**src/rtl/acc_pkg.sv**
```systemverilog
// shared widths, reset values and result type for the alarm clock controller
package acc_pkg;

    localparam int W_BTN  = 5;
    localparam int W_HOUR = 5;
    localparam int W_MIN  = 6;
    localparam int W_MODE = 2;
    localparam int W_IN   = 16;
    localparam int W_OUT  = 24;

    localparam int HISTORY_DEPTH_DEF = 5;

    localparam logic [W_MIN-1:0]  SNOOZE_RST     = 6'd5;
    localparam logic [W_HOUR-1:0] ALARM_HOUR_RST = 5'd23;
    localparam logic [W_MIN-1:0]  ALARM_MIN_RST  = 6'd5;
    localparam logic [W_HOUR-1:0] HOUR_MAX       = 5'd23;
    localparam logic [W_MIN-1:0]  MIN_MAX        = 6'd59;
    localparam logic [W_MIN:0]    MIN_WRAP       = 7'd60;

    localparam int BTN_SET    = 0;
    localparam int BTN_UP     = 1;
    localparam int BTN_DOWN   = 2;
    localparam int BTN_ALARM  = 3;
    localparam int BTN_SNOOZE = 4;

    typedef struct packed {
        logic              buzzer_on;
        logic [W_MODE-1:0] mode_now;
        logic              alarm_armed;
        logic [W_HOUR-1:0] wake_hour;
        logic [W_MIN-1:0]  wake_minute;
        logic [W_BTN-1:0]  press_mask;
    } t_result;

endpackage

```
**src/rtl/acc_core.sv**
```systemverilog
// button qualification, mode state machine and alarm time registers
module acc_core #(
    parameter int HISTORY_DEPTH = acc_pkg::HISTORY_DEPTH_DEF
) (
    input  logic                        i_clk,
    input  logic                        i_rst_n,
    input  logic                        i_step,
    input  logic [acc_pkg::W_BTN-1:0]   i_levels,
    input  logic [acc_pkg::W_HOUR-1:0]  i_now_hour,
    input  logic [acc_pkg::W_MIN-1:0]   i_now_minute,
    input  logic [acc_pkg::W_MIN-1:0]   i_snooze_len,
    output acc_pkg::t_result            o_result
);
    import acc_pkg::*;

    localparam logic [W_MODE-1:0] MODE_NORMAL   = 2'd0;
    localparam logic [W_MODE-1:0] MODE_SET_HOUR = 2'd1;
    localparam logic [W_MODE-1:0] MODE_SET_MIN  = 2'd2;
    localparam logic [W_MODE-1:0] MODE_RING     = 2'd3;

    logic [W_MODE-1:0] r_mode, n_mode;
    logic              r_enable, n_enable;
    logic [W_HOUR-1:0] r_ahour, n_ahour;
    logic [W_MIN-1:0]  r_amin, n_amin;
    logic [W_HOUR-1:0] r_shour, n_shour;
    logic [W_MIN-1:0]  r_smin, n_smin;
    logic [W_BTN-1:0]  r_hist [HISTORY_DEPTH];
    logic [W_BTN-1:0]  n_hist [HISTORY_DEPTH];

    logic [W_BTN-1:0]  seen;
    logic [W_BTN-1:0]  press;
    logic [W_MIN-1:0]  sn_len;
    logic [W_HOUR-1:0] sn_hour;
    logic [W_MIN:0]    sn_sum;
    logic [W_HOUR-1:0] sn_hour_next;
    logic [W_MIN-1:0]  sn_min_next;

    always_comb begin
        seen = '0;
        for (int k = 0; k < HISTORY_DEPTH; k++) begin
            seen = seen | r_hist[k];
        end
        press = i_levels & ~seen;
        n_hist[0] = i_levels;
        for (int k = 1; k < HISTORY_DEPTH; k++) begin
            n_hist[k] = r_hist[k-1];
        end
    end

    // snooze target: clamped now plus clamped length, carry into hour
    always_comb begin
        sn_len  = (i_snooze_len > MIN_MAX) ? MIN_MAX : i_snooze_len;
        sn_hour = (i_now_hour > HOUR_MAX) ? HOUR_MAX : i_now_hour;
        sn_sum  = {1'b0, ((i_now_minute > MIN_MAX) ? MIN_MAX : i_now_minute)}
                  + {1'b0, sn_len};
        if (sn_sum >= MIN_WRAP) begin
            sn_min_next  = W_MIN'(sn_sum - MIN_WRAP);
            sn_hour_next = (sn_hour == HOUR_MAX) ? '0 : sn_hour + 5'd1;
        end else begin
            sn_min_next  = sn_sum[W_MIN-1:0];
            sn_hour_next = sn_hour;
        end
    end

    always_comb begin
        n_mode   = r_mode;
        n_enable = r_enable;
        n_ahour  = r_ahour;
        n_amin   = r_amin;
        n_shour  = r_shour;
        n_smin   = r_smin;
        if (r_mode == MODE_RING) begin
            if (press[BTN_ALARM]) begin
                n_ahour  = r_shour;
                n_amin   = r_smin;
                n_enable = 1'b0;
                n_mode   = MODE_NORMAL;
            end else if (press[BTN_SNOOZE]) begin
                n_ahour = sn_hour_next;
                n_amin  = sn_min_next;
                n_mode  = MODE_NORMAL;
            end
        end else begin
            if (r_mode == MODE_SET_HOUR) begin
                if (press[BTN_UP]) begin
                    n_ahour = (r_ahour >= HOUR_MAX) ? '0 : r_ahour + 5'd1;
                end else if (press[BTN_DOWN]) begin
                    n_ahour = (r_ahour == '0) ? HOUR_MAX : r_ahour - 5'd1;
                end
            end else if (r_mode == MODE_SET_MIN) begin
                if (press[BTN_UP]) begin
                    n_amin = (r_amin >= MIN_MAX) ? '0 : r_amin + 6'd1;
                end else if (press[BTN_DOWN]) begin
                    n_amin = (r_amin == '0) ? MIN_MAX : r_amin - 6'd1;
                end
            end
            if (press[BTN_SET]) begin
                unique case (r_mode)
                    MODE_NORMAL:   n_mode = MODE_SET_HOUR;
                    MODE_SET_HOUR: n_mode = MODE_SET_MIN;
                    default:       n_mode = MODE_NORMAL;
                endcase
            end
            if (press[BTN_ALARM]) begin
                n_enable = ~r_enable;
            end
            if (n_enable && n_ahour == i_now_hour && n_amin == i_now_minute) begin
                n_shour = n_ahour;
                n_smin  = n_amin;
                n_mode  = MODE_RING;
            end
        end
    end

    always_ff @(posedge i_clk) begin
        if (!i_rst_n) begin
            r_mode   <= MODE_NORMAL;
            r_enable <= 1'b0;
            r_ahour  <= ALARM_HOUR_RST;
            r_amin   <= ALARM_MIN_RST;
            r_shour  <= '0;
            r_smin   <= '0;
            for (int k = 0; k < HISTORY_DEPTH; k++) begin
                r_hist[k] <= '0;
            end
        end else if (i_step) begin
            r_mode   <= n_mode;
            r_enable <= n_enable;
            r_ahour  <= n_ahour;
            r_amin   <= n_amin;
            r_shour  <= n_shour;
            r_smin   <= n_smin;
            for (int k = 0; k < HISTORY_DEPTH; k++) begin
                r_hist[k] <= n_hist[k];
            end
        end
    end

    always_comb begin
        o_result.buzzer_on   = (n_mode == MODE_RING);
        o_result.mode_now    = n_mode;
        o_result.alarm_armed = n_enable;
        o_result.wake_hour   = n_ahour;
        o_result.wake_minute = n_amin;
        o_result.press_mask  = press;
    end

endmodule

```
**src/rtl/alarm_clock_controller_top.sv**
```systemverilog
// alarm clock controller top level: stream ports, input and result registers
// One item per clock cycle while the output side takes results. An item is
// captured in an input register, press qualification, mode update and alarm
// time update are combinational, and the outcome lands in a result register.
// The alarm state updates as each item leaves the input register, so every
// item sees the state left by the one before it. While a result waits, an
// item is taken only into an empty input register. The user must write the
// snooze length on the cfg port while the block is idle; the block does not
// enforce it. It resets to five minutes and values above 59 act as 59.
module alarm_clock_controller_top #(
    parameter int HISTORY_DEPTH = acc_pkg::HISTORY_DEPTH_DEF
) (
    input  logic                       i_clk,
    input  logic                       i_rst_n,
    input  logic                       i_cfg_valid,
    output logic                       o_cfg_ready,
    input  logic [acc_pkg::W_MIN-1:0]  i_cfg_data,
    input  logic                       s_axis_tvalid,
    output logic                       s_axis_tready,
    // btn_set, btn_up, btn_down, btn_alarm, btn_snooze, now_hour[4:0], now_minute[5:0]
    input  logic [acc_pkg::W_IN-1:0]   s_axis_tdata,
    output logic                       m_axis_tvalid,
    input  logic                       m_axis_tready,
    // buzzer_on, mode_now[1:0], alarm_armed, wake_hour[4:0], wake_minute[5:0],
    // press_mask[4:0], zero fill[3:0]
    output logic [acc_pkg::W_OUT-1:0]  m_axis_tdata
);
    import acc_pkg::*;

    logic              r_in_valid;
    logic [W_IN-1:0]   r_in_data;
    logic              r_out_valid;
    t_result           r_out;
    logic [W_MIN-1:0]  r_snooze;
    logic              step;
    t_result           core_result;

    assign step          = r_in_valid && (!r_out_valid || m_axis_tready);
    assign s_axis_tready = !r_in_valid || step;
    assign o_cfg_ready   = 1'b1;

    acc_core #(
        .HISTORY_DEPTH(HISTORY_DEPTH)
    ) u_core (
        .i_clk        (i_clk),
        .i_rst_n      (i_rst_n),
        .i_step       (step),
        .i_levels     (r_in_data[W_BTN-1:0]),
        .i_now_hour   (r_in_data[W_BTN+W_HOUR-1:W_BTN]),
        .i_now_minute (r_in_data[W_BTN+W_HOUR+W_MIN-1:W_BTN+W_HOUR]),
        .i_snooze_len (r_snooze),
        .o_result     (core_result)
    );

    always_ff @(posedge i_clk) begin
        if (!i_rst_n) begin
            r_snooze <= SNOOZE_RST;
        end else if (i_cfg_valid) begin
            r_snooze <= i_cfg_data;
        end
    end

    always_ff @(posedge i_clk) begin
        if (!i_rst_n) begin
            r_in_valid <= 1'b0;
        end else if (s_axis_tready) begin
            r_in_valid <= s_axis_tvalid;
        end
    end

    always_ff @(posedge i_clk) begin
        if (s_axis_tvalid && s_axis_tready) begin
            r_in_data <= s_axis_tdata;
        end
    end

    always_ff @(posedge i_clk) begin
        if (!i_rst_n) begin
            r_out_valid <= 1'b0;
        end else if (step) begin
            r_out_valid <= 1'b1;
        end else if (m_axis_tready) begin
            r_out_valid <= 1'b0;
        end
    end

    always_ff @(posedge i_clk) begin
        if (step) begin
            r_out <= core_result;
        end
    end

    assign m_axis_tvalid = r_out_valid;
    assign m_axis_tdata  = {4'b0000, r_out.press_mask, r_out.wake_minute, r_out.wake_hour,
                            r_out.alarm_armed, r_out.mode_now, r_out.buzzer_on};

endmodule

```
**config.mk**
```make
export PLATFORM = sky130hd
export DESIGN_NAME = alarm_clock_controller_top
export DESIGN_NICKNAME = d
export VERILOG_FILES = /design/src/rtl/acc_pkg.sv /design/src/rtl/acc_core.sv /design/src/rtl/alarm_clock_controller_top.sv
export SDC_FILE = /design/constraint.sdc
export NUM_CORES = 1
export LEC_CHECK = 0
export ABC_AREA = 0
export BUFFER_PORTS_ARGS = -buffer_cell sky130_fd_sc_hd__clkbuf_2
export CAP_MARGIN = 30
export CORE_MARGIN = 2
export CORE_UTILIZATION = 60
export CTS_BUF_LIST = sky130_fd_sc_hd__clkbuf_4
export DETAILED_ROUTE_END_ITERATION = 7
export PLACE_DENSITY_LB_ADDON = 0.1
export SYNTH_ARGS = -nofsm -noshare
export SYNTH_HDL_FRONTEND = slang
export SYNTH_HIERARCHICAL = 1
export SYNTH_SLANG_ARGS = --single-unit
```
**constraint.sdc**
```tcl
create_clock -name i_clk -period 6.9 [get_ports i_clk]
set_input_delay 0 -clock i_clk [delete_from_list [all_inputs] [get_ports i_clk]]
set_output_delay 0 -clock i_clk [all_outputs]
set_load 0.05 [all_outputs]
```
==> results of run 1 <==
## flip-flops by register name (all words and copies together) (netlist names)
signal,count
m_axis_tvalid,1
u_core/r_enable,1
u_core/r_amin,6
u_core/r_ahour,5
r_in_valid,1
u_core/r_hist,25
u_core/r_smin,6
m_axis_tdata,20
u_core/r_shour,5
u_core/r_mode,2
r_in_data,16
r_snooze,6
## cells in the mapped netlist (7+ instances only)
library cell | number | area (um2)
clkbuf_1 | 33 | 123.9
nand2_1 | 29 | 108.9
and3_1 | 30 | 187.7
nand3_1 | 10 | 50.05
edfxtp_1 | 61 | 1832
o21ai_0 | 19 | 95.09
nand4_1 | 9 | 56.30
nor2_1 | 28 | 105.1
nor4_1 | 7 | 43.79
a21oi_1 | 23 | 115.1
a31oi_1 | 19 | 118.9
ha_1 | 13 | 162.7
or4_1 | 8 | 60.06
nor3_1 | 11 | 55.05
inv_1 | 19 | 71.32
dfxtp_1 | 33 | 660.6
o31ai_1 | 7 | 52.55
nor2b_1 | 15 | 93.84
mux2i_1 | 12 | 120.1
nand2b_1 | 12 | 75.07
a211oi_1 | 15 | 112.6
## worst paths after layout
path	end	depth (start not counted)
setup / recovery	u_core/r_smin[1]	8
hold / removal	r_snooze[2]	2
setup reg to reg	u_core/r_smin[1]	8
hold reg to reg	u_core/r_smin[2]	2
## power breakdown
group | leakage [nW] | internal (mW) | switching (mW)
Clock | 0.0985 | 0.186 | 0.195
Sequential | 0.866 | 0.624 | 0.0219
Combinational | 1.45 | 0.0749 | 0.124
Total | 2.41 | 0.885 | 0.341
## metal layers
metal	track usage	vias up	wire, um
met5	0	-	0
met4	0.09273	0	276
met3	0.04427	29	1308
met2	0.4886	284	6883
met1	0.4340	2234	6213
li1	-	2198	-
## kinds of logic after synthesis
logic type / count (synthesis)
adders and majority gates: 14
buffers and inverters: 66
xor gates and xnor gates: 11
AOI/OAI and AO/OA: 152
other: 2
muxes: 12
and+or+nand+nor: 196
DFF: 94
## layout make-up
type | instances | area, um2 | area share
multi-input cells | 390 | 2703 | 0.4360
diodes | 1 | 2.502 | 0.0004037
inverters | 21 | 78.83 | 0.01272
clock inverters | 6 | 118.9 | 0.01918
repair buffers | 83 | 600.6 | 0.09689
flip-flops and latches | 94 | 2492 | 0.4021
clock buffers | 9 | 67.56 | 0.01090
well taps | 108 | 135.1 | 0.02180
## what timing repair did
action	in CTS	in global routing
endpoints found under the hold margin	24	0
hold buffers	31	0
buffers inserted	0	0
## per-stage QoR
| stage | setup WS [ps] | util |
|---|---|---|
| 3_5_place_dp | 3087 | 0.6503 |
| 4_1_cts | 3043 | 0.7070 |
| 5_1_grt | 2649 | 0.7073 |
| 6_report | 2919 | 0.7073 |
| 2_1_floorplan | 3680 | - |
| 3_3_place_gp | 3063 | 0.6463 |
## critical path, stage by stage, from the launching register on
cell,delay [ps]
dfxtp_1,620
nor2b_1,680
nand3_1,300
and3_1,280
or4_1,500
a211oi_1,420
nand4_1,340
nor3_2,540
a311oi_1,160
==> out/results.txt, run 1 <==
For this run, design rule violations remaining after detail routing come to 0. The synthesized-area fraction occupied by adder cells is 0.03347, and the leakage power total is 2.415 nW. Entering global routing, the biggest net connects 57 pins. Dividing the detail-routed via count by the number of cells gives 6.664. The smallest clock period supported by the final layout is computed as 3981 ps. The run gives 9875 um2 as the area of the die.

The number of different library cells in the post-synthesis netlist was 79; the clock transition at the registers of the reported paths was 160 ps. The worst register-to-register path begins at u_core/r_mode[1]. For the maximum buffer depth of the clock tree, the log shows 2.

Derived from the worst setup path, the maximum achievable clock frequency is 251.2 MHz. The worst setup path is captured at a flop. The mean instance size in the synthesized netlist was 9.978 um2; the setup skew after layout was 24.41 ps.

Share of synthesized flip-flops with an asynchronous set or reset: 0. Share of cells above drive strength 1: 0.1443. For the via total after detailed routing, the log shows 4745. The number of CTS-inserted buffers was 9; the via count of the first global-routing pass was 4478.

The share of synthesized area spent on multiplexers is 0.02201. The most frequently used flop master after synthesis was edfxtp_1. Data on the critical path arrives at its endpoint at 4300 ps. The first global-routing pass estimated 23560 um of wire. The number of antenna violations at the first check in global routing is 1. Summed over all layers, the global routing overflow is 0. The average wire per cell in the routed design was 20.62 um.

Dividing total power by cell area gives a power density of 197.7 nW/um2. Leaving out fill and tap cells, the most frequent cell in the layout is edfxtp_1. The number of setup violations in the final report was 0; the synthesis-stage register bit count was 94.

Setup repair after global routing left no endpoint under its margin. The worst setup path is launched from a flop. The share of the clock period used by the worst path after layout was 0.5770; the area growth from synthesis to layout was 13.57%.

The peak supply drop was 0.1150 mV; the gate count after technology mapping was 547. Setup slack on the worst reg-to-reg path comes out at 2920 ps. The run finished with clean final reports. The count of nets left with antenna violations once routing finished came out at 0. After detailed routing, the total wire length is 14680 um.

The measured slew at the worst slew-check pin is 869.8 ps, and the final non-filler cell area is 6198 um2. CTS built an H-tree with a depth of 3. Summing internal, switching and leakage power gives 1.226 mW.

The run gives 654 as the count of filler cells inserted in the layout. For the detailed-placement wirelength estimate, the log shows 9843 um. The overall track demand over capacity in global routing was 0.3053; the post-route worst hold slack was 207.6 ps. The reported max-cap violation count came out at 0.

The number of rows in the core area is 34, and the aggregate negative setup slack is 0 ps. STA puts the critical path data required time at 7220 ps. The total count of max-transition violations in the final report was 0. TritonCTS built the clock tree. The total I/O pin count is 54, and the vertical extent of the die is 99.38 um.

The post-synthesis share of cell area spent on xor and xnor gates was 0.01765; the area of the core was 8763 um2. The post-placement cell count is 665. In this run the most critical hold path is launched from i_rst_n. CTS placed an instance of clkbuf_4 at the clock tree root. The compound-gate portion of the synthesized area was 0.2011; the count of yosys warnings during synthesis was 6. The largest family of logic cells by synthesized area is simple AND/OR/NAND/NOR gates.

In the layout the commonest cells are edfxtp_1 (61), clkbuf_2 (48), dfxtp_1 (33). In this run the worst hold path is classified as input pin to flop. Die width: 99.38 um. Remaining max-slew budget at the tightest pin: 0.4153.

The run gives 5 as the length of the first detailed-routing pass in iterations. For this run, the number of standard cells in the final layout without fillers is 712. During placement, the flow inserted port buffers numbering 48. The critical path class was flop to flop. Summing all placed instances gives a cell area of 5699 um2.

The final hold violation count was 0; the simple-gate share of the synthesized area was 0.2162. The run gives 0.6228 as the effective utilization at floorplan. Yosys mapped a number of flops with a built-in enable equal to 61. The later pin in the worst-skew pair is clocked with a latency of 450 ps. In this run the worst path has a maximum fanout of 13. The cell area that synthesis handed to floorplanning was 5458 um2. The tools report the final weighted congestion of routability-driven global placement as 0.9349. The clock drives 94 sinks.

After clock tree synthesis, the repair step resized 0 gates. The violation count after the first detailed-routing iteration is 680. After the last flow step, the layout net total stands at 640.

The critical path startpoint is u_core/r_mode[1]. The sequential element share of the synthesized area was 0.4567.
No activity file was read; power rests on OpenSTA's default activity.
==> inputs of run 2 (changes only) <==
--- a/config.mk
+++ b/config.mk
@@ -5,7 +5,7 @@
 export SDC_FILE = /design/constraint.sdc
 export NUM_CORES = 1
 export LEC_CHECK = 0
-export ABC_AREA = 0
+export ABC_AREA = 1
 export BUFFER_PORTS_ARGS = -buffer_cell sky130_fd_sc_hd__clkbuf_2
 export CAP_MARGIN = 30
 export CORE_MARGIN = 2
==> constraint.sdc (replaced) <==
create_clock -name i_clk -period 3.7 [get_ports i_clk]
set_input_delay 0 -clock i_clk [delete_from_list [all_inputs] [get_ports i_clk]]
set_output_delay 0 -clock i_clk [all_outputs]
set_load 0.05 [all_outputs]
==> run 2 against run 1 <==
Net effect: final cell count is 26% higher; critical path depth is 11 higher; synthesized cell count grew 30%; clock power is 60% higher; worst hold slack got worse by 170 ps; combinational power is 81% higher; cell area increased by 0.99%; total power rose by 76%.
==> out/results.txt, run 2 <==
The flow ran to the end, and the final reports show no timing, DRC or antenna violations. The die width is 99.40 um (was 99.38 um), and the share of the synthesized area in the top cell type is 0.3355 (was 0.3356). Most instantiated library cell after synthesis: nand2_1 (was edfxtp_1). The area growth from synthesis to layout works out to 14.64% (was 13.57%). The measured slew at the worst slew-check pin works out to 728.0 ps (was 869.8 ps). The critical register-to-register path endpoint was m_axis_tdata[7] (was u_core/r_smin[1]). For the aggregate negative setup slack, the log shows 0 ps (unchanged). Worst flop-to-flop path startpoint: r_snooze[4] (was u_core/r_mode[1]). The run gives 450 ps (about the same) as the clock latency at the later pin of the worst-skew pair. The most frequently used flop master after synthesis was edfxtp_1 (unchanged). The gate count after technology mapping is 709 (was 547), and the placement-stage worst setup slack is 429.6 ps (was 3087 ps). The largest net degree at the start of global routing is 30 (was 57).

The length of the first detailed-routing pass in iterations is 5 (unchanged). The depth of the most critical reg-to-reg path was 19 (was 8); the final non-filler cell area was 6260 um2 (was 6198 um2). The run gives 0.4964 (was 0.4886) as the met2 track demand over resource. The via total after detailed routing came out at 4880 (was 4745). Setup repair after global routing left no endpoint under its margin. Clock transition at the registers of the reported paths: 160 ps (about the same).

The run gives 0 (unchanged) as the final routed DRC violation total. The total I/O pin count came out at 54 (unchanged). The global-route wire length before repair was 22530 um (was 23560 um). Top post-synthesis cells by area: edfxtp_1 (34%), dfxtp_1 (12%), nand2_1 (11%) (was edfxtp_1 (34%), dfxtp_1 (12%), and3_1 (3.4%)). For the arrival time at the worst endpoint, the log shows 3620 ps (was 4300 ps).

The vertical extent of the die was 99.40 um (was 99.38 um); the maximum buffer depth of the clock tree was 2 (unchanged). Critical path class: flop to flop (unchanged). The classification of the worst-slack hold path was input pin to flop (unchanged). The tools report the worst path setup slack after routing as 292.6 ps (was 2919 ps).

The setup skew after layout is 25.03 ps (was 24.41 ps). The share of cells above drive strength 1 is 0.1504 (was 0.1443), and the post-placement cell count is 846 (was 665). The highest fanout seen on the critical path works out to 11 (was 13). The endpoint of the worst hold path is u_core/r_shour[0] (was r_snooze[2]). The leading cell type in the layout, fill and taps excluded is nand2_1 (was edfxtp_1). The largest area contributor in the netlist is edfxtp_1 (unchanged). The tools report the critical path startpoint as r_snooze[4] (was u_core/r_mode[1]). The cell area power density was 345.1 nW/um2 (was 197.7 nW/um2); the share of synthesized flip-flops with an asynchronous set or reset was 0 (unchanged).

The number of antenna violations at the first check in global routing was 0 (was 1); the post-cts sizing count was 0 (unchanged). The average wire per cell in the routed design was 15.52 um (was 20.62 um); the area of the core was 8763 um2 (unchanged). The number of inserted diodes was 0 (was 1).

The number of cells on the worst hold path is 3 (was 2), and the violation count after the first detailed-routing iteration is 389 (was 680). The share of the clock period used by the worst path after layout was 0.9209 (was 0.5770). The number of setup violations in the final report was 0 (unchanged); the synthesis-stage register bit count was 94 (unchanged).

The via count of the first global-routing pass is 4772 (was 4478). The detailed-placement wirelength estimate is 9920 um (was 9843 um), and the final-stage net count is 827 (was 640). Highest-utilization routing layer at the global route stage: met2 (unchanged). The setup slack on the worst flop-to-flop path was 290 ps (was 2920 ps); the final critical path time including I/O delays and setup was 3407 ps (was 3981 ps).

TritonCTS built the clock tree. The run gives 5460 um2 (was 5458 um2) as the cell area after synthesis. The logs give 0 (unchanged) for the total global routing overflow and 293.5 MHz (was 251.2 MHz) for the achievable clock frequency. The run gives 3910 ps (was 7220 ps) as the worst endpoint required time. The mean number of vias per cell was 5.428 (was 6.664).

The run gives 9 (unchanged) as the number of CTS-inserted buffers. The logs give 0.9706 (was 0.9349) for the final weighted congestion of routability-driven global placement and 0.6231 (was 0.6228) for the effective utilization at floorplan. The register with the most flip-flops was u_core/r_hist (unchanged).

Number of buffers inserted by port buffering: 48 (unchanged). The kind of start point of the critical path was a flop (unchanged). The beginning of the worst hold path is i_rst_n (unchanged). The number of enable-type register cells in the synthesized netlist came out at 61 (unchanged). The logs give 0.5142 (was 0.4153) for the remaining max-slew budget at the tightest pin and 3 (unchanged) for the number of H-tree levels. The global-route track usage on met3 is 0.04708 (was 0.04427), and the total count of max-transition violations in the final report is 0 (unchanged). The leakage power total came out at 2.933 nW (was 2.415 nW). The met1 demand-to-capacity share in global routing is 0.3695 (was 0.4340).

The clock sink count came out at 94 (unchanged). The placed cell area came out at 5736 um2 (was 5699 um2). Final hold violation count: 0 (unchanged). Top cells by instance count after synthesis: nand2_1 (164), inv_1 (116), nor2_1 (96) (was edfxtp_1 (61), clkbuf_1 (33), dfxtp_1 (33)).

Nature of the critical path endpoint: a flop (unchanged). Most used cells in the layout excluding fill and tap cells: nand2_1 (164), inv_1 (116), nor2_1 (96) (was edfxtp_1 (61), clkbuf_2 (48), dfxtp_1 (33)). The post-route non-filler standard cell count is 899 (was 712), and the overall track demand over capacity in global routing is 0.2930 (was 0.3053). The number of flip-flops under the largest register name was 25 (unchanged); the number of different library cells in the post-synthesis netlist was 44 (was 79). The tools report the area of the die as 9879 um2 (was 9875 um2). The buffer cell driving the clock tree root is clkbuf_4 (unchanged).

The logs give 13950 um (was 14680 um) for the final wirelength and 6 (unchanged) for the count of yosys warnings during synthesis. The run gives 0 (unchanged) as the number of routed nets with antenna violations. For the total power, the log shows 2.160 mW (was 1.226 mW).

The peak supply drop is 0.2155 mV (was 0.1150 mV), and the mean instance size in the synthesized netlist is 7.701 um2 (was 9.978 um2). The tools report the reported max-cap violation count as 0 (unchanged). The number of rows in the core area is 34 (unchanged). The sequential element share of the synthesized area was 0.4565 (was 0.4567).
[run 2: cell type report]
| cell class | count | area, um2 |
|---|---|---|
| Multi-Input combinational cell | 464 | 2341 |
| Fill cell | 698 | 2504 |
| Clock inverter | 7 | 86.33 |
| Sequential cell | 94 | 2492 |
| Timing Repair Buffer | 93 | 670.6 |
| Clock buffer | 9 | 67.56 |
| Tap cell | 108 | 135.1 |
| Inverter | 124 | 466.7 |
[run 2: worst max-delay path by stage]
stage | to | slack, ps | cells past startpoint
after floorplan | u_core/r_enable | 610 | 6
after global placement | m_axis_tdata[7] | 620 | 19
after detailed placement | m_axis_tdata[7] | 430 | 19
after CTS | m_axis_tdata[7] | 410 | 19
after global routing | u_core/r_ahour[4] | 110 | 20
final | m_axis_tdata[7] | 290 | 19
[run 2: cell families (layout without fill, tap and decap cells)]
logic type | after synthesis | after routing | synth area share
AND/OR/NAND/NOR | 370 | 370 | 0.3041
buffers and inverters | 154 | 233 | 0.1176
flip-flops | 94 | 94 | 0.4565
AO/OA/AOI/OAI | 66 | 66 | 0.07264
adder cells (fa/ha/maj) | 14 | 14 | 0.03346
XOR/XNOR | 9 | 9 | 0.01444
other | 2 | 5 | 0.001375
[run 2: through the flow]
stage / hold slack (ps) / util
2_1_floorplan: 84.10 / -
3_3_place_gp: 176.9 / 0.6545
3_5_place_dp: 178.6 / 0.6545
4_1_cts: 22.92 / 0.7143
5_1_grt: 47.15 / 0.7143
6_report: 33.45 / 0.7143
[run 2: what timing repair did]
action                                 in CTS  in global routing
endpoints found under the hold margin      24                  0
hold buffers                               37                  0
buffers inserted                            0                  0
[run 2: layer usage]
metal  vias to the layer above  wire length [um]
li1                       2397                 -
met1                      2247              5827
met2                       195              6769
met3                        41               874
met4                         0               476
met5                         -                 0
[run 2: critical path, stage by stage, from the launching register on]
cell and delay (ps):
dfxtp_1 410, nand4_1 110, inv_1 100, or2_2 120
ha_1 160, inv_1 60, fa_1 410, xnor2_1 320
ha_1 240, inv_1 60, nor3_1 160, nand2_1 80
nand2_1 60, nand2_1 50, nand2_1 300, inv_1 160
nor2_1 130, nand2_1 70, nand3_1 110, a21boi_0 90
[run 2: where the power goes]
group | internal (mW) | leakage, nW | switching (mW)
Combinational | 0.118 | 1.99 | 0.242
Clock | 0.222 | 0.0810 | 0.388
Sequential | 1.16 | 0.864 | 0.0262
Total | 1.50 | 2.93 | 0.657
==> inputs of run 3 (changes only) <==
--- a/config.mk
+++ b/config.mk
@@ -5,7 +5,6 @@
 export SDC_FILE = /design/constraint.sdc
 export NUM_CORES = 1
 export LEC_CHECK = 0
-export ABC_AREA = 1
 export BUFFER_PORTS_ARGS = -buffer_cell sky130_fd_sc_hd__clkbuf_2
 export CAP_MARGIN = 30
 export CORE_MARGIN = 2
==> run 3 against run 2 <==
Net effect: register-to-register slack worse by 60 ps; critical path depth decreased by 4; die area barely moved; flip-flop and latch count stayed put; global-route usage increased by 1.9 points; largest cell class is now multi-input gates; final cell count shrank 18%; setup slack got worse by 59 ps; worst hold slack improved by 220 ps; cell area grew 1.7%; first-iteration DRC count grew 39%; via count is 0.88% higher; count of clock-buffer cells in the layout is 1 higher.
==> out/results.txt, run 3 (synthesized netlist as in run 1, its figures left out) <==
For the number of H-tree levels, the log shows 3 (unchanged). The via total after detailed routing is 4923 (was 4880). For the global-route wire length before repair, the log shows 24070 um (was 22530 um). The die width was 99.38 um (was 99.40 um). The tools report the count of filler cells inserted in the layout as 626 (was 698). The length of the first detailed-routing pass in iterations is 5 (unchanged).

The logs give 4730 (was 4772) for the via count of the first global-routing pass and 94 (unchanged) for the clock sink count. The vertical extent of the die is 99.38 um (was 99.40 um), and the met1 demand-to-capacity share in global routing is 0.4275 (was 0.3695). The tools report the final-stage net count as 666 (was 827). For the number of rows in the core area, the log shows 34 (unchanged). The clock latency at the later pin of the worst-skew pair was 450 ps (about the same); the number of inserted diodes was 0 (unchanged). Most used cells in the layout excluding fill and tap cells: edfxtp_1 (61), clkbuf_2 (48), dlygate4sd3_1 (33), dfxtp_1 (33), and3_1 (30) (was nand2_1 (164), inv_1 (116), nor2_1 (96)).

Buffer cell driving the clock tree root: clkbuf_4 (unchanged). The largest net degree at the start of global routing is 39 (was 30), and the highest fanout seen on the critical path is 13 (was 11). Setup skew after layout: 22.55 ps (was 25.03 ps). Number of routed nets with antenna violations: 0 (unchanged). The final routed DRC violation total is 0 (unchanged).

The run finished with clean final reports. The share of cells above drive strength 1 is 0.1794 (was 0.1504), and the leakage power total is 2.523 nW (was 2.933 nW). The logs give 54 (unchanged) for the total I/O pin count and 2 (unchanged) for the maximum buffer depth of the clock tree. The overall track demand over capacity in global routing is 0.3121 (was 0.2930), and the clock transition at the registers of the reported paths is 160 ps (about the same). Critical path's slowest cell: edfxtp_1 (was dfxtp_1). The measured slew at the worst slew-check pin is 775.4 ps (was 728.0 ps). The run gives 15060 um (was 13950 um) as the final wirelength.

Peak supply drop: 0.2477 mV (was 0.2155 mV). For the final weighted congestion of routability-driven global placement, the log shows 0.9911 (was 0.9706). The number of buffers inserted by port buffering is 48 (unchanged), and the arrival time at the worst endpoint is 3860 ps (was 3620 ps). The detailed-placement wirelength estimate is 10200 um (was 9920 um), and the area growth from synthesis to layout is 16.60% (was 14.64%). For the remaining max-slew budget at the tightest pin, the log shows 0.4811 (was 0.5142). The register with the most flip-flops is u_core/r_hist (unchanged). Leading cell type in the layout, fill and taps excluded: edfxtp_1 (was nand2_1). The final critical path time including I/O delays and setup was 3466 ps (was 3407 ps). Worst-path cell chain: nand4_1 -> nand2b_1 -> ha_1 -> a211oi_2 -> nor2_1 -> nor2_1 -> ha_1 -> nand2_1 -> o22ai_1 -> a31oi_1 -> buf_4 -> or4_1 -> a32oi_1 -> mux2i_1 -> nand2_1 (was nand4_1 -> inv_1 -> or2_2 -> ha_1 -> inv_1 -> fa_1 -> xnor2_1 -> ha_1 -> inv_1 -> nor3_1 -> nand2_1 -> nand2_1 -> nand2_1 -> nand2_1 -> inv_1 -> nor2_1 -> nand2_1 -> nand3_1 -> a21boi_0).

The final hold violation count is 0 (unchanged). TritonCTS built the clock tree. The total count of max-transition violations in the final report came out at 0 (unchanged). The classification of the worst-slack hold path is input pin to flop (unchanged). The average wire per cell in the routed design was 20.41 um (was 15.52 um); the reported max-cap violation count was 0 (unchanged). Achievable clock frequency: 288.5 MHz (was 293.5 MHz). The final non-filler cell area came out at 6364 um2 (was 6260 um2). The share of the clock period used by the worst path after layout was 0.9369 (was 0.9209). The logs give 233.6 ps (was 292.6 ps) for the worst path setup slack after routing and 542 (was 389) for the violation count after the first detailed-routing iteration.

The tools report the nature of the critical path endpoint as a flop (unchanged). The met2 track demand over resource is 0.4969 (was 0.4964). Setup repair after global routing left no endpoint under its margin. The maximum single-stage delay on the critical path is 510 ps (was 410 ps), and the global-route track usage on met3 is 0.04989 (was 0.04708).

Placed cell area: 5852 um2 (was 5736 um2). The placement-stage worst setup slack is 148.3 ps (was 429.6 ps), and the number of CTS-inserted buffers is 9 (unchanged). The effective utilization at floorplan is 0.6228 (was 0.6231). The aggregate negative setup slack was 0 ps (unchanged). The total global routing overflow is 0 (unchanged).

Number of antenna violations at the first check in global routing: 0 (unchanged). The area of the core came out at 8763 um2 (unchanged). The mean number of vias per cell was 6.671 (was 5.428). The number of flip-flops under the largest register name was 25 (unchanged); the final core area utilization was 0.7262 (was 0.7143). The highest-utilization routing layer at the global route stage was met2 (unchanged). The area of the die is 9875 um2 (was 9879 um2). Critical path class: flop to flop (unchanged). Kind of start point of the critical path: a flop (unchanged).

For the number of setup violations in the final report, the log shows 0 (unchanged). The cell area power density works out to 353.7 nW/um2 (was 345.1 nW/um2). The worst endpoint required time is 4090 ps (was 3910 ps).
## run 3: path summary, 6_finish.rpt
| check | start | to | slack [ps] | cells past startpoint |
|---|---|---|---|---|
| worst max-delay path | r_in_data[13] | u_core/r_ahour[4] | 230 | 15 |
| worst min-delay path | s_axis_tdata[4] | r_in_data[4] | 260 | 2 |
| worst max register to register | r_in_data[13] | u_core/r_ahour[4] | 230 | 15 |
| worst min register to register | u_core/r_shour[4] | u_core/r_shour[4] | 490 | 2 |
## run 3: worst max-delay path: cells and delay by family (launching register included)
family	cells	cell delay [ps]
AO/OA/AOI/OAI	4	860
adder cells (fa/ha/maj)	2	500
buffers and inverters	1	210
flip-flops	1	510
multiplexers	1	120
AND/OR/NAND/NOR	7	1210
## run 3: per-layer routing
metal  part of all wire  wire length, um
met4              0.033              490
met1               0.42             6314
met3              0.080             1203
met5                  0                0
met2               0.47             7056
## run 3: area by class of cell
type	count	area, um2	area share
Timing Repair Buffer	109	780.7	0.1227
Clock inverter	6	93.84	0.01475
Multi-Input combinational cell	390	2708	0.4255
Sequential cell	94	2492	0.3917
Clock buffer	10	75.07	0.01180
Inverter	21	78.83	0.01239
Tap cell	108	135.1	0.02123
## run 3: power by group
group	total [mW]	leakage [nW]	internal, mW	switching (mW)
clock network	0.660	0.0876	0.288	0.372
registers	1.20	0.866	1.16	0.0388
logic	0.389	1.57	0.150	0.239
## run 3: metrics by stage
stage	power (mW)	hold slack, ps	instances
6_report	2.251	258.2	738
2_1_floorplan	1.467	61.94	550
5_1_grt	2.333	230.2	738
3_3_place_gp	1.558	176.5	688
3_5_place_dp	1.568	178.6	688
4_1_cts	2.239	219.2	737
## run 3: repair_timing
item	4_1_cts	5_1_grt
endpoints found under the setup margin	0	8
gates resized for setup	0	2
hold buffers	33	0
buffers inserted	0	1
hold endpoints to repair	25	0
